===== src/sv/ppbc_pkg.sv =====
// ----------------------------------------------------------------------------
// ppbc_pkg
// Shared widths, constants and types of the pump pressure band controller.
// ----------------------------------------------------------------------------
package ppbc_pkg;

  localparam int PRESS_W = 12;
  localparam int GAIN_W  = 8;
  localparam int DUTY_W  = 12;
  localparam int MODE_W  = 2;
  localparam int APB_DW  = 32;
  localparam int APB_AW  = 3;

  localparam logic [DUTY_W-1:0]  DUTY_MAX      = 12'd3999;
  localparam logic [DUTY_W-1:0]  RAISE_PRELOAD = 12'd1999;
  localparam logic [PRESS_W-1:0] SET_RESET     = 12'd976;
  localparam logic [GAIN_W-1:0]  GAIN_RESET    = 8'd24;

  // mode codes seen on the result channel
  localparam logic [MODE_W-1:0] MODE_CHECK = 2'd0;
  localparam logic [MODE_W-1:0] MODE_RAISE = 2'd1;
  localparam logic [MODE_W-1:0] MODE_VENT  = 2'd2;
  localparam logic [MODE_W-1:0] MODE_HOLD  = 2'd3;

  // register index decoded from paddr[2]
  localparam logic REG_TARGET_PRESS = 1'b0;
  localparam logic REG_PROP_GAIN    = 1'b1;

  typedef enum logic [3:0] {
    ST_CHECK = 4'b0001,
    ST_RAISE = 4'b0010,
    ST_VENT  = 4'b0100,
    ST_HOLD  = 4'b1000
  } mode_t;

  typedef struct packed {
    logic [DUTY_W-1:0]  duty;
    logic               low_pending;
    mode_t              mode;
    logic [PRESS_W-1:0] last_cmp;
  } ctrl_state_t;

  function automatic logic [MODE_W-1:0] mode_code(input mode_t m);
    logic [MODE_W-1:0] c;
    case (m)
      ST_CHECK: c = MODE_CHECK;
      ST_RAISE: c = MODE_RAISE;
      ST_VENT:  c = MODE_VENT;
      ST_HOLD:  c = MODE_HOLD;
      default:  c = MODE_CHECK;
    endcase
    return c;
  endfunction

endpackage


===== src/sv/ppbc_if.sv =====
// ----------------------------------------------------------------------------
// ppbc_if
// Valid/ready channels for pressure samples and compare results.
// ----------------------------------------------------------------------------
interface ppbc_in_if;
  logic                         valid;
  logic                         ready;
  logic [ppbc_pkg::PRESS_W-1:0] pressure;
  logic                         pump_enable;

  modport source (output valid, output pressure, output pump_enable, input ready);
  modport sink   (input valid, input pressure, input pump_enable, output ready);
endinterface

interface ppbc_out_if;
  logic                         valid;
  logic                         ready;
  logic [ppbc_pkg::PRESS_W-1:0] compare_value;
  logic [ppbc_pkg::MODE_W-1:0]  mode_now;

  modport source (output valid, output compare_value, output mode_now, input ready);
  modport sink   (input valid, input compare_value, input mode_now, output ready);
endinterface


===== src/sv/pump_pressure_band_controller_top.sv =====
// ----------------------------------------------------------------------------
// pump_pressure_band_controller_top
// Pressure band controller: one pressure sample in, one PWM compare out.
// ----------------------------------------------------------------------------
//  channel   direction  handshake      payload
//  in_ch     in         valid/ready    pressure[11:0], pump_enable
//  out_ch    out        valid/ready    compare_value[11:0], mode_now[1:0]
//  apb       in         psel/penable   paddr[2:0], pwdata[31:0], prdata[31:0]
//
// One item per cycle sustained while out_ch is not stalled; an accepted item
// passes through the input register, then the result register, before its
// result is offered. The duty/mode feedback loop closes combinationally in
// the step logic, so consecutive items see each other's state.
// rst_n is synchronous; it restores register defaults and the check mode.
// A stalled out_ch holds its item; the input register still fills behind it.
module pump_pressure_band_controller_top (
  input  logic                          clk,
  input  logic                          rst_n,
  ppbc_in_if.sink                       in_ch,
  ppbc_out_if.source                    out_ch,
  input  logic                          psel,
  input  logic                          penable,
  input  logic                          pwrite,
  input  logic [ppbc_pkg::APB_AW-1:0]   paddr,
  input  logic [ppbc_pkg::APB_DW-1:0]   pwdata,
  output logic [ppbc_pkg::APB_DW-1:0]   prdata,
  output logic                          pready
);

  logic [ppbc_pkg::PRESS_W-1:0] target_press_r;
  logic [ppbc_pkg::GAIN_W-1:0]  prop_gain_r;

  logic                         s1_valid_r;
  logic [ppbc_pkg::PRESS_W-1:0] s1_press_r;
  logic                         s1_en_r;
  logic                         s1_go;

  ppbc_pkg::ctrl_state_t        state_r;
  ppbc_pkg::ctrl_state_t        state_nxt;

  logic                         out_valid_r;
  logic [ppbc_pkg::PRESS_W-1:0] out_cmp_r;
  logic [ppbc_pkg::MODE_W-1:0]  out_mode_r;
  logic                         cfg_wr;

  // ---- APB register file ----
  assign pready = 1'b1;
  assign cfg_wr = psel && penable && pwrite;

  always_ff @(posedge clk) begin
    if (!rst_n) begin
      target_press_r <= ppbc_pkg::SET_RESET;
      prop_gain_r    <= ppbc_pkg::GAIN_RESET;
    end else if (cfg_wr) begin
      case (paddr[2])
        ppbc_pkg::REG_TARGET_PRESS: target_press_r <= pwdata[ppbc_pkg::PRESS_W-1:0];
        ppbc_pkg::REG_PROP_GAIN:    prop_gain_r    <= pwdata[ppbc_pkg::GAIN_W-1:0];
        default: ;
      endcase
    end
  end

  always_comb begin
    case (paddr[2])
      ppbc_pkg::REG_TARGET_PRESS:
        prdata = {{(ppbc_pkg::APB_DW-ppbc_pkg::PRESS_W){1'b0}}, target_press_r};
      ppbc_pkg::REG_PROP_GAIN:
        prdata = {{(ppbc_pkg::APB_DW-ppbc_pkg::GAIN_W){1'b0}}, prop_gain_r};
      default:
        prdata = '0;
    endcase
  end

  // ---- input register ----
  assign s1_go       = s1_valid_r && (!out_valid_r || out_ch.ready);
  assign in_ch.ready = !s1_valid_r || s1_go;

  always_ff @(posedge clk) begin
    if (!rst_n) begin
      s1_valid_r <= 1'b0;
    end else if (in_ch.ready) begin
      s1_valid_r <= in_ch.valid;
    end
  end

  always_ff @(posedge clk) begin
    if (in_ch.valid && in_ch.ready) begin
      s1_press_r <= in_ch.pressure;
      s1_en_r    <= in_ch.pump_enable;
    end
  end

  // ---- step logic and controller state ----
  ppbc_step u_step (
    .cur          (state_r),
    .pressure     (s1_press_r),
    .pump_enable  (s1_en_r),
    .target_press (target_press_r),
    .prop_gain    (prop_gain_r),
    .nxt          (state_nxt)
  );

  always_ff @(posedge clk) begin
    if (!rst_n) begin
      state_r.duty        <= '0;
      state_r.low_pending <= 1'b1;
      state_r.mode        <= ppbc_pkg::ST_CHECK;
      state_r.last_cmp    <= '0;
    end else if (s1_go) begin
      state_r <= state_nxt;
    end
  end

  // ---- result register ----
  always_ff @(posedge clk) begin
    if (!rst_n) begin
      out_valid_r <= 1'b0;
    end else if (s1_go) begin
      out_valid_r <= 1'b1;
    end else if (out_ch.ready) begin
      out_valid_r <= 1'b0;
    end
  end

  always_ff @(posedge clk) begin
    if (s1_go) begin
      out_cmp_r  <= state_nxt.last_cmp;
      out_mode_r <= ppbc_pkg::mode_code(state_nxt.mode);
    end
  end

  assign out_ch.valid         = out_valid_r;
  assign out_ch.compare_value = out_cmp_r;
  assign out_ch.mode_now      = out_mode_r;

endmodule


===== src/sv/ppbc_step.sv =====
// ----------------------------------------------------------------------------
// ppbc_step
// Next-state logic for one sample: duty update, band tests, mode change.
// ----------------------------------------------------------------------------
module ppbc_step (
  input  ppbc_pkg::ctrl_state_t         cur,
  input  logic [ppbc_pkg::PRESS_W-1:0]  pressure,
  input  logic                          pump_enable,
  input  logic [ppbc_pkg::PRESS_W-1:0]  target_press,
  input  logic [ppbc_pkg::GAIN_W-1:0]   prop_gain,
  output ppbc_pkg::ctrl_state_t         nxt
);

  logic signed [13:0]            err;
  logic signed [22:0]            prod;
  logic signed [23:0]            sum;
  logic [14:0]                   quo;
  logic [ppbc_pkg::DUTY_W-1:0]   duty_upd;
  logic [13:0]                   p14;
  logic [13:0]                   s14;
  logic                          is_low;
  logic                          raise_ok;
  logic                          above;
  logic                          in_band;
  logic                          lp_v;

  // duty += gain * (set + 16 - p) / 256, clamped to 0..DUTY_MAX
  always_comb begin
    err  = $signed({2'b00, target_press}) + 14'sd16 - $signed({2'b00, pressure});
    prod = $signed({1'b0, prop_gain}) * err;
    sum  = $signed({4'b0000, cur.duty, 8'h00}) + $signed({prod[22], prod});
    quo  = sum[22:8];
    if (sum[23]) begin
      duty_upd = '0;
    end else if (quo > {3'b000, ppbc_pkg::DUTY_MAX}) begin
      duty_upd = ppbc_pkg::DUTY_MAX;
    end else begin
      duty_upd = quo[ppbc_pkg::DUTY_W-1:0];
    end
  end

  // thresholds on widened unsigned values, so set-32 never underflows
  assign p14      = {2'b00, pressure};
  assign s14      = {2'b00, target_press};
  assign is_low   = (p14 + 14'd32) <= s14;
  assign raise_ok = p14 <= (s14 + 14'd16);
  assign above    = p14 > (s14 + 14'd32);
  assign in_band  = ((p14 + 14'd32) >= s14) && !above;
  assign lp_v     = cur.low_pending | is_low;

  always_comb begin
    nxt = cur;
    case (cur.mode)
      ppbc_pkg::ST_CHECK: begin
        if (!pump_enable) begin
          nxt.last_cmp = '0;
        end else if (lp_v && raise_ok) begin
          nxt.duty        = ppbc_pkg::RAISE_PRELOAD;
          nxt.low_pending = 1'b1;
          nxt.mode        = ppbc_pkg::ST_RAISE;
        end else begin
          nxt.duty        = lp_v ? ppbc_pkg::RAISE_PRELOAD : duty_upd;
          nxt.low_pending = 1'b0;
          if (above) begin
            nxt.mode = ppbc_pkg::ST_VENT;
          end else if (in_band) begin
            nxt.mode = ppbc_pkg::ST_HOLD;
          end
        end
      end
      ppbc_pkg::ST_RAISE: begin
        nxt.duty     = duty_upd;
        nxt.last_cmp = duty_upd;
        if (!raise_ok) begin
          nxt.low_pending = 1'b0;
          nxt.mode        = above ? ppbc_pkg::ST_VENT : ppbc_pkg::ST_HOLD;
        end
      end
      ppbc_pkg::ST_VENT: begin
        nxt.duty     = duty_upd;
        nxt.last_cmp = '0;
        if (above) begin
          nxt.mode = ppbc_pkg::ST_VENT;
        end else if (in_band) begin
          nxt.mode = ppbc_pkg::ST_HOLD;
        end else begin
          nxt.mode = ppbc_pkg::ST_CHECK;
        end
      end
      ppbc_pkg::ST_HOLD: begin
        nxt.duty     = '0;
        nxt.last_cmp = '0;
        nxt.mode     = in_band ? ppbc_pkg::ST_HOLD : ppbc_pkg::ST_CHECK;
      end
      default: begin
        nxt.mode = ppbc_pkg::ST_CHECK;
      end
    endcase
  end

endmodule


===== src/flat_wrapper.sv =====
// flat-port wrapper written by rule: the top's interface ports become plain ports
module pump_pressure_band_controller_top_flat 
  (clk, rst_n, psel, penable, pwrite, paddr, pwdata, prdata, pready, in_ch_valid, in_ch_pressure, in_ch_pump_enable, in_ch_ready, out_ch_valid, out_ch_compare_value, out_ch_mode_now, out_ch_ready);
  ppbc_in_if in_ch_i ();
  ppbc_out_if out_ch_i ();
  input  logic clk;
  input  logic rst_n;
  input  logic psel;
  input  logic penable;
  input  logic pwrite;
  input  logic [ppbc_pkg::APB_AW-1:0] paddr;
  input  logic [ppbc_pkg::APB_DW-1:0] pwdata;
  output logic [ppbc_pkg::APB_DW-1:0] prdata;
  output logic pready;
  input wire logic [$bits(in_ch_i.valid)-1:0] in_ch_valid;
  input wire logic [$bits(in_ch_i.pressure)-1:0] in_ch_pressure;
  input wire logic [$bits(in_ch_i.pump_enable)-1:0] in_ch_pump_enable;
  output wire logic [$bits(in_ch_i.ready)-1:0] in_ch_ready;
  output wire logic [$bits(out_ch_i.valid)-1:0] out_ch_valid;
  output wire logic [$bits(out_ch_i.compare_value)-1:0] out_ch_compare_value;
  output wire logic [$bits(out_ch_i.mode_now)-1:0] out_ch_mode_now;
  input wire logic [$bits(out_ch_i.ready)-1:0] out_ch_ready;
  assign in_ch_i.valid = in_ch_valid;
  assign in_ch_i.pressure = in_ch_pressure;
  assign in_ch_i.pump_enable = in_ch_pump_enable;
  assign in_ch_ready = in_ch_i.ready;
  assign out_ch_valid = out_ch_i.valid;
  assign out_ch_compare_value = out_ch_i.compare_value;
  assign out_ch_mode_now = out_ch_i.mode_now;
  assign out_ch_i.ready = out_ch_ready;
  pump_pressure_band_controller_top u_core (.clk(clk), .rst_n(rst_n), .in_ch(in_ch_i), .out_ch(out_ch_i), .psel(psel), .penable(penable), .pwrite(pwrite), .paddr(paddr), .pwdata(pwdata), .prdata(prdata), .pready(pready));
endmodule

===== config.mk =====
export PLATFORM = sky130hd
export DESIGN_NAME = pump_pressure_band_controller_top_flat
export DESIGN_NICKNAME = d
export VERILOG_FILES = /design/src/sv/ppbc_pkg.sv /design/src/sv/ppbc_if.sv /design/src/sv/pump_pressure_band_controller_top.sv /design/src/sv/ppbc_step.sv /design/src/flat_wrapper.sv
export SDC_FILE = /design/constraint.sdc
export NUM_CORES = 1
export LEC_CHECK = 0
export BUFFER_PORTS_ARGS = -buffer_cell sky130_fd_sc_hd__buf_2
export CORE_MARGIN = 2
export CORE_UTILIZATION = 60
export CTS_CLUSTER_DIAMETER = 40
export DETAILED_ROUTE_END_ITERATION = 12
export MAX_ROUTING_LAYER = met4
export PLACE_DENSITY = 0.81
export SYNTH_ARGS = -nofsm -noshare
export SYNTH_HDL_FRONTEND = slang
export SYNTH_SLANG_ARGS = --single-unit
export TNS_END_PERCENT = 50

===== constraint.sdc =====
create_clock -name clk -period 9.7 [get_ports clk]
set_input_delay 0.97 -clock clk [delete_from_list [all_inputs] [get_ports clk]]
set_output_delay 0.97 -clock clk [all_outputs]
set_load 0.01 [all_outputs]

=== Word-level counts from Yosys, hierarchy flattened ===
Cells that the tools add are included.

* Bits in registers: 78
* Bits of input ports: 55
* Logic and storage cells: 75

* Add/subtract/negate cells: 6
* $mul: 1
* $lt $le $gt $ge: 5
* Equal/unequal tests: 9
* Mux-type cells: 20
* Bitwise operators: 2
* Reduce and logical (&&, ||, !) cells: 20

{| class="wikitable"
|+ Operators with widths
! cell !! count
|-
| case mux 12 bit (3 select lines) || 2
|-
| case mux 32 bit (2 select lines) || 1
|-
| two-way mux 12 bit || 4
|-
| two-way mux 17 bit || 2
|-
| adder 12 x 5 -> 13 bit (second input constant) || 2
|-
| adder 12 x 6 -> 13 bit (second input constant) || 2
|-
| adder 21 x 23 -> 24 bit || 1
|-
| multiplier 9 x 14 -> 23 bit || 1
|-
| two-way mux 4 bit || 5
|-
| case mux 4 bit (4 select lines) || 1
|-
| greater-than comparator 15 x 12 -> 1 bit (second input constant) || 1
|-
| less-or-equal comparator 14 x 12 -> 1 bit || 1
|-
| subtractor 13 x 12 -> 14 bit || 1
|-
| >= comparator 13 x 12 -> 1 bit || 1
|-
| greater-than comparator 12 x 13 -> 1 bit || 1
|-
| less-or-equal comparator 12 x 13 -> 1 bit || 1
|-
| equality test 4 x 2 -> 1 bit (second input constant) || 2
|-
| equality test 4 x 3 -> 1 bit (second input constant) || 2
|-
| equality test 4 bit (second input constant) || 2
|-
| logical AND 1 bit || 6
|-
| case mux 2 bit (3 select lines) || 1
|-
| two-way mux 5 bit || 1
|-
| equality test 4 x 1 -> 1 bit (second input constant) || 1
|-
| AND reduction 2 bit || 2
|-
| 13 further kinds || 19
|}

=== Longest topological paths before layout ===
* Word-level depth: 13
* Depth in mapped cells: 36

=== Modules after synthesis ===
Synthesis repeated with hierarchy kept, for this count alone.

* Cell total of the unflattened synthesis: 1227
* Area total of the unflattened synthesis: 10452.5 µm²

{| class="wikitable"
|+ By module, submodules not included
! module !! times used !! cells each !! area each (µm²) !! sequential area each (µm²)
|-
| ppbc_step || 1 || 947 || 7334.5 || 0.0
|-
| pump_pressure_band_controller_top || 1 || 280 || 3118.0 || 1831.8
|}

=== Worst setup path after synthesis ===
Ideal clock, no wire load.

* Path kind: register to register
* Start point: register u_core.s1_press_r[1] (netlist name)
* End point: register u_core.out_cmp_r, in the netlist u_core.out_ch.compare_value[0] (data pin)
* Setup time: 0.261 ns
* Data arrival time: 7.877 ns
* Setup slack: 1.562 ns
* Stages on the path, launching flop included: 34
* Path buffers: 4
* Clock period less this slack: 8.138 ns
* Cell sequence: edfxtp_1 inv_1 ha_1 ha_1 ha_1 a21oi_1 o21bai_1 a21oi_1 o21ai_0 a21oi_1 o21ai_0 clkbuf_1 o41ai_1 clkbuf_1 nand2_1 fa_1 inv_1 fa_1 fa_1 fa_1 inv_1 fa_1 inv_1 ha_1 clkbuf_1 a21oi_1 o21ai_0 o21ai_0 nand2b_1 and3_1 o2111ai_2 buf_6 a21o_1 a221o_1

{| class="wikitable"
|+ RTL lines
! item !! RTL line !! source
|-
| start: declaration || pump_pressure_band_controller_top.sv:34 || <nowiki>logic [ppbc_pkg::PRESS_W-1:0] s1_press_r;</nowiki>
|-
| start signal: assignment || pump_pressure_band_controller_top.sv:88 || <nowiki>s1_press_r <= in_ch.pressure;</nowiki>
|-
| end signal: assignment || pump_pressure_band_controller_top.sv:127 || <nowiki>out_cmp_r <= state_nxt.last_cmp;</nowiki>
|-
| end: declaration || pump_pressure_band_controller_top.sv:42 || <nowiki>logic [ppbc_pkg::PRESS_W-1:0] out_cmp_r;</nowiki>
|}

==> impl_metrics.tcl <==
set metrics [dict create \
    die-area_um2 18200 \
    critPathKind "reg -> reg" \
    synth_area_leaders "fa_1 20%, ha_1 12%, dfxtp_1 9.9%, edfxtp_1 7.9%, inv_1 7.3%" \
    grt_max_degree 29 \
    timing.fmax_ghz 0.112 \
    wirelength_mm 24.9 \
    clkPwrFrac 0.145 \
    firstDrtPassIters 5 \
    vdd_drop_max_mv 0.180 \
    grt_first_pass_wirelength_mm 41.9 \
    area_growth_pct 5.99 \
    pwr-share-comb 0.705 \
    seq_power_share 0.151 \
    cpMaxStageDelayCell "fa_1" \
    rrSetupSlack_ps 750 \
    synth_flop_cell "dfxtp_1" \
    final.setup.tns_ps 0 \
    antenna_found_initial 0 \
    io_pins 104 \
    cellLeakagePower_nw 5.09 \
    avgSynthCellArea_um2 8.32 \
    cp_data_required_time_ps 9800 \
    cts_root_buffer "clkbuf_16" \
    numCtsBuffers 9 \
    netlist_instances 1238 \
    worst_pin_slew_ps 901 \
    synth_edf_count 27 \
    clock_path_buffers 2 \
    switching_power_mw 1.28 \
    synth_top_area_frac 0.202 \
    die_x_um 135 \
    vias 8595 \
    grt_overflow_total 0 \
    hold_buffers 0 \
    antennaDiodeCount 0 \
    fin_crit_sh 0.923 \
    cts_tree "built" \
    core_area_um2 16700 \
    clk_pin_slew_ps 70 \
    numPortBuffers 60 \
    slew_headroom 0.399 \
    period_minus_slack_ps 8950 \
    clock-sinks 78 \
    ys_ff_latch 78 \
    hp-class "reg -> reg" \
    place_congestion 0.978 \
    grt_use_total 0.299 \
    n_fill_cell 1458 \
    endpoint_kind "flip-flop" \
    start_util 0.617 \
    via_per_inst 5.79 \
    yosys.area.top_type "fa_1" \
    rows 47 \
    worst-path-max-fanout 22 \
    dpl.hpwl_mm 19.6 \
    whs_ps 457 \
    routedWlPerCell_um 16.8 \
    setup-violations-final 0 \
    hold_viol 0 \
    htree_levels 3 \
    powerDensity_nw_per_um2 226 \
    postCtsSetupRepairBufs 0 \
    critPathMaxStageDelay_ps 690 \
    drv_slew 0 \
    internal-power_mw 1.18 \
    syn_area_um2 10300 \
    drtAntennaViolNets 0 \
    crit_arrival_ps 9050 \
    skew_ps 11.0 \
    synth.distinct_cells 82 \
    insertion_delay_ps 350 \
    p_sw_frac 0.521 \
    start_kind "flip-flop" \
    grt_pass1_vias 8532 \
    cp_common_cell "inv_1" \
    drcViolationCount 0 \
    rsz0062_at_grt "no" \
    layout.nets 1519 \
    drtIter0Drc 559 \
    die_y_um 135 \
    synth_warnings 0 \
    layout-drive-gt1-share 0.0831 \
    ys_seq_area_frac 0.178 \
    maxCapViolCount 0 \
    async_flop_share 0 \
    run_status "finished clean" \
]
## metal layers
layer	wire, um	global-route usage	vias to the layer above
met1	11100	0.405	4143
met5	0	-	-
met3	1820	0.0503	27
met2	11600	0.473	301
li1	-	-	4124
met4	397	0.0706	0
## path summary, 6_finish.rpt
path	cells after the start	startpoint	end
max	33	u_core.s1_press_r[1]	u_core.out_ch.compare_value[6]
min	2	u_core.state_r[28]	u_core.state_r[28]
max reg2reg	33	u_core.s1_press_r[1]	u_core.out_ch.compare_value[6]
min reg2reg	2	u_core.state_r[28]	u_core.state_r[28]
## kinds of logic (layout without fill, tap and decap cells)
| logic type | Yosys count | count (layout) | share of synthesized area |
|---|---|---|---|
| flip-flops | 78 | 78 | 0.178 |
| other | 2 | 21 | 0.000729 |
| buffers and inverters | 276 | 283 | 0.111 |
| AND/OR/NAND/NOR | 393 | 393 | 0.189 |
| XOR/XNOR | 42 | 42 | 0.0357 |
| AO/OA/AOI/OAI | 239 | 239 | 0.159 |
| multiplexers | 2 | 2 | 0.00194 |
| adder cells (fa/ha/maj) | 206 | 206 | 0.326 |
## Yosys cell counts, types with 16 or more instances
library cell / number
inv_1: 201
nand2_1: 161
fa_1: 104
ha_1: 101
a21oi_1: 58
o21ai_0: 56
nor2_1: 52
dfxtp_1: 51
and2_1: 50
clkbuf_1: 42
xnor2_1: 34
edfxtp_1: 27
nand3_1: 25
buf_4: 23
nand4_1: 16
## flip-flops by register name, indices dropped and copies added (netlist names), 2 cells and up
name                         flops
u_core.state_r                  29
u_core.s1_press_r               12
u_core.out_ch.compare_value     12
u_core.out_ch.mode_now           2
u_core.prop_gain_r               8
u_core.target_press_r           12
## power groups by stage
stage	clock (mW)	combinational (mW)	sequential (mW)
global placement	0	1.65	0.377
finish	0.357	1.74	0.371
global route	0.371	1.96	0.372
CTS	0.359	1.71	0.370
floorplan	0	1.33	0.368
detailed placement	0	1.69	0.377
## what timing repair did
| action | 4_1_cts | 5_1_grt |
|---|---|---|
| setup endpoints to repair | 0 | 2 |
| gates resized for setup | 0 | 1 |
| hold endpoints to repair | 0 | 0 |
## metrics by stage
step                std cells  cell area [um2]  utilization  total power [mW]  worst slack [ps]
finish                   1484            10900        0.654              2.47               750
global route             1484            10900        0.654              2.70               123
CTS                      1484            10900        0.653              2.44               640
detailed placement       1468            10600        0.635              2.06               693
global placement         1468            10600        0.635              2.02               848
floorplan                1257            10400            -              1.69              1560
## final cells by class
cell class | count | area, um2 | area share
clock inverters | 5 | 56.3 | 0.00516
flip-flops and latches | 78 | 1830 | 0.168
multi-input cells | 903 | 7410 | 0.679
clock buffers | 11 | 254 | 0.0233
repair buffers | 64 | 330 | 0.0303
inverters | 203 | 762 | 0.0698
well taps | 220 | 275 | 0.0252
## worst max-delay path, delay by kind of cell (launching register included)
family	cells	cell delay, ps
adder cells (fa/ha/maj)	9	3890
AO/OA/AOI/OAI	11	2680
AND/OR/NAND/NOR	4	660
multiplexers	1	230
buffers and inverters	8	850
flip-flops	1	360
## layout by cell type (no fill, tap or decap), drive strengths merged, types with 21 or more instances in the layout
master  instances
inv           202
nand2         161
fa            104
ha            101
buf            64
a21oi          59
o21ai          57
nor2           52
dfxtp          51
and2           50
xnor2          34
edfxtp         27
nand3          25
conb           21
Power figures use the tool's default switching activity.
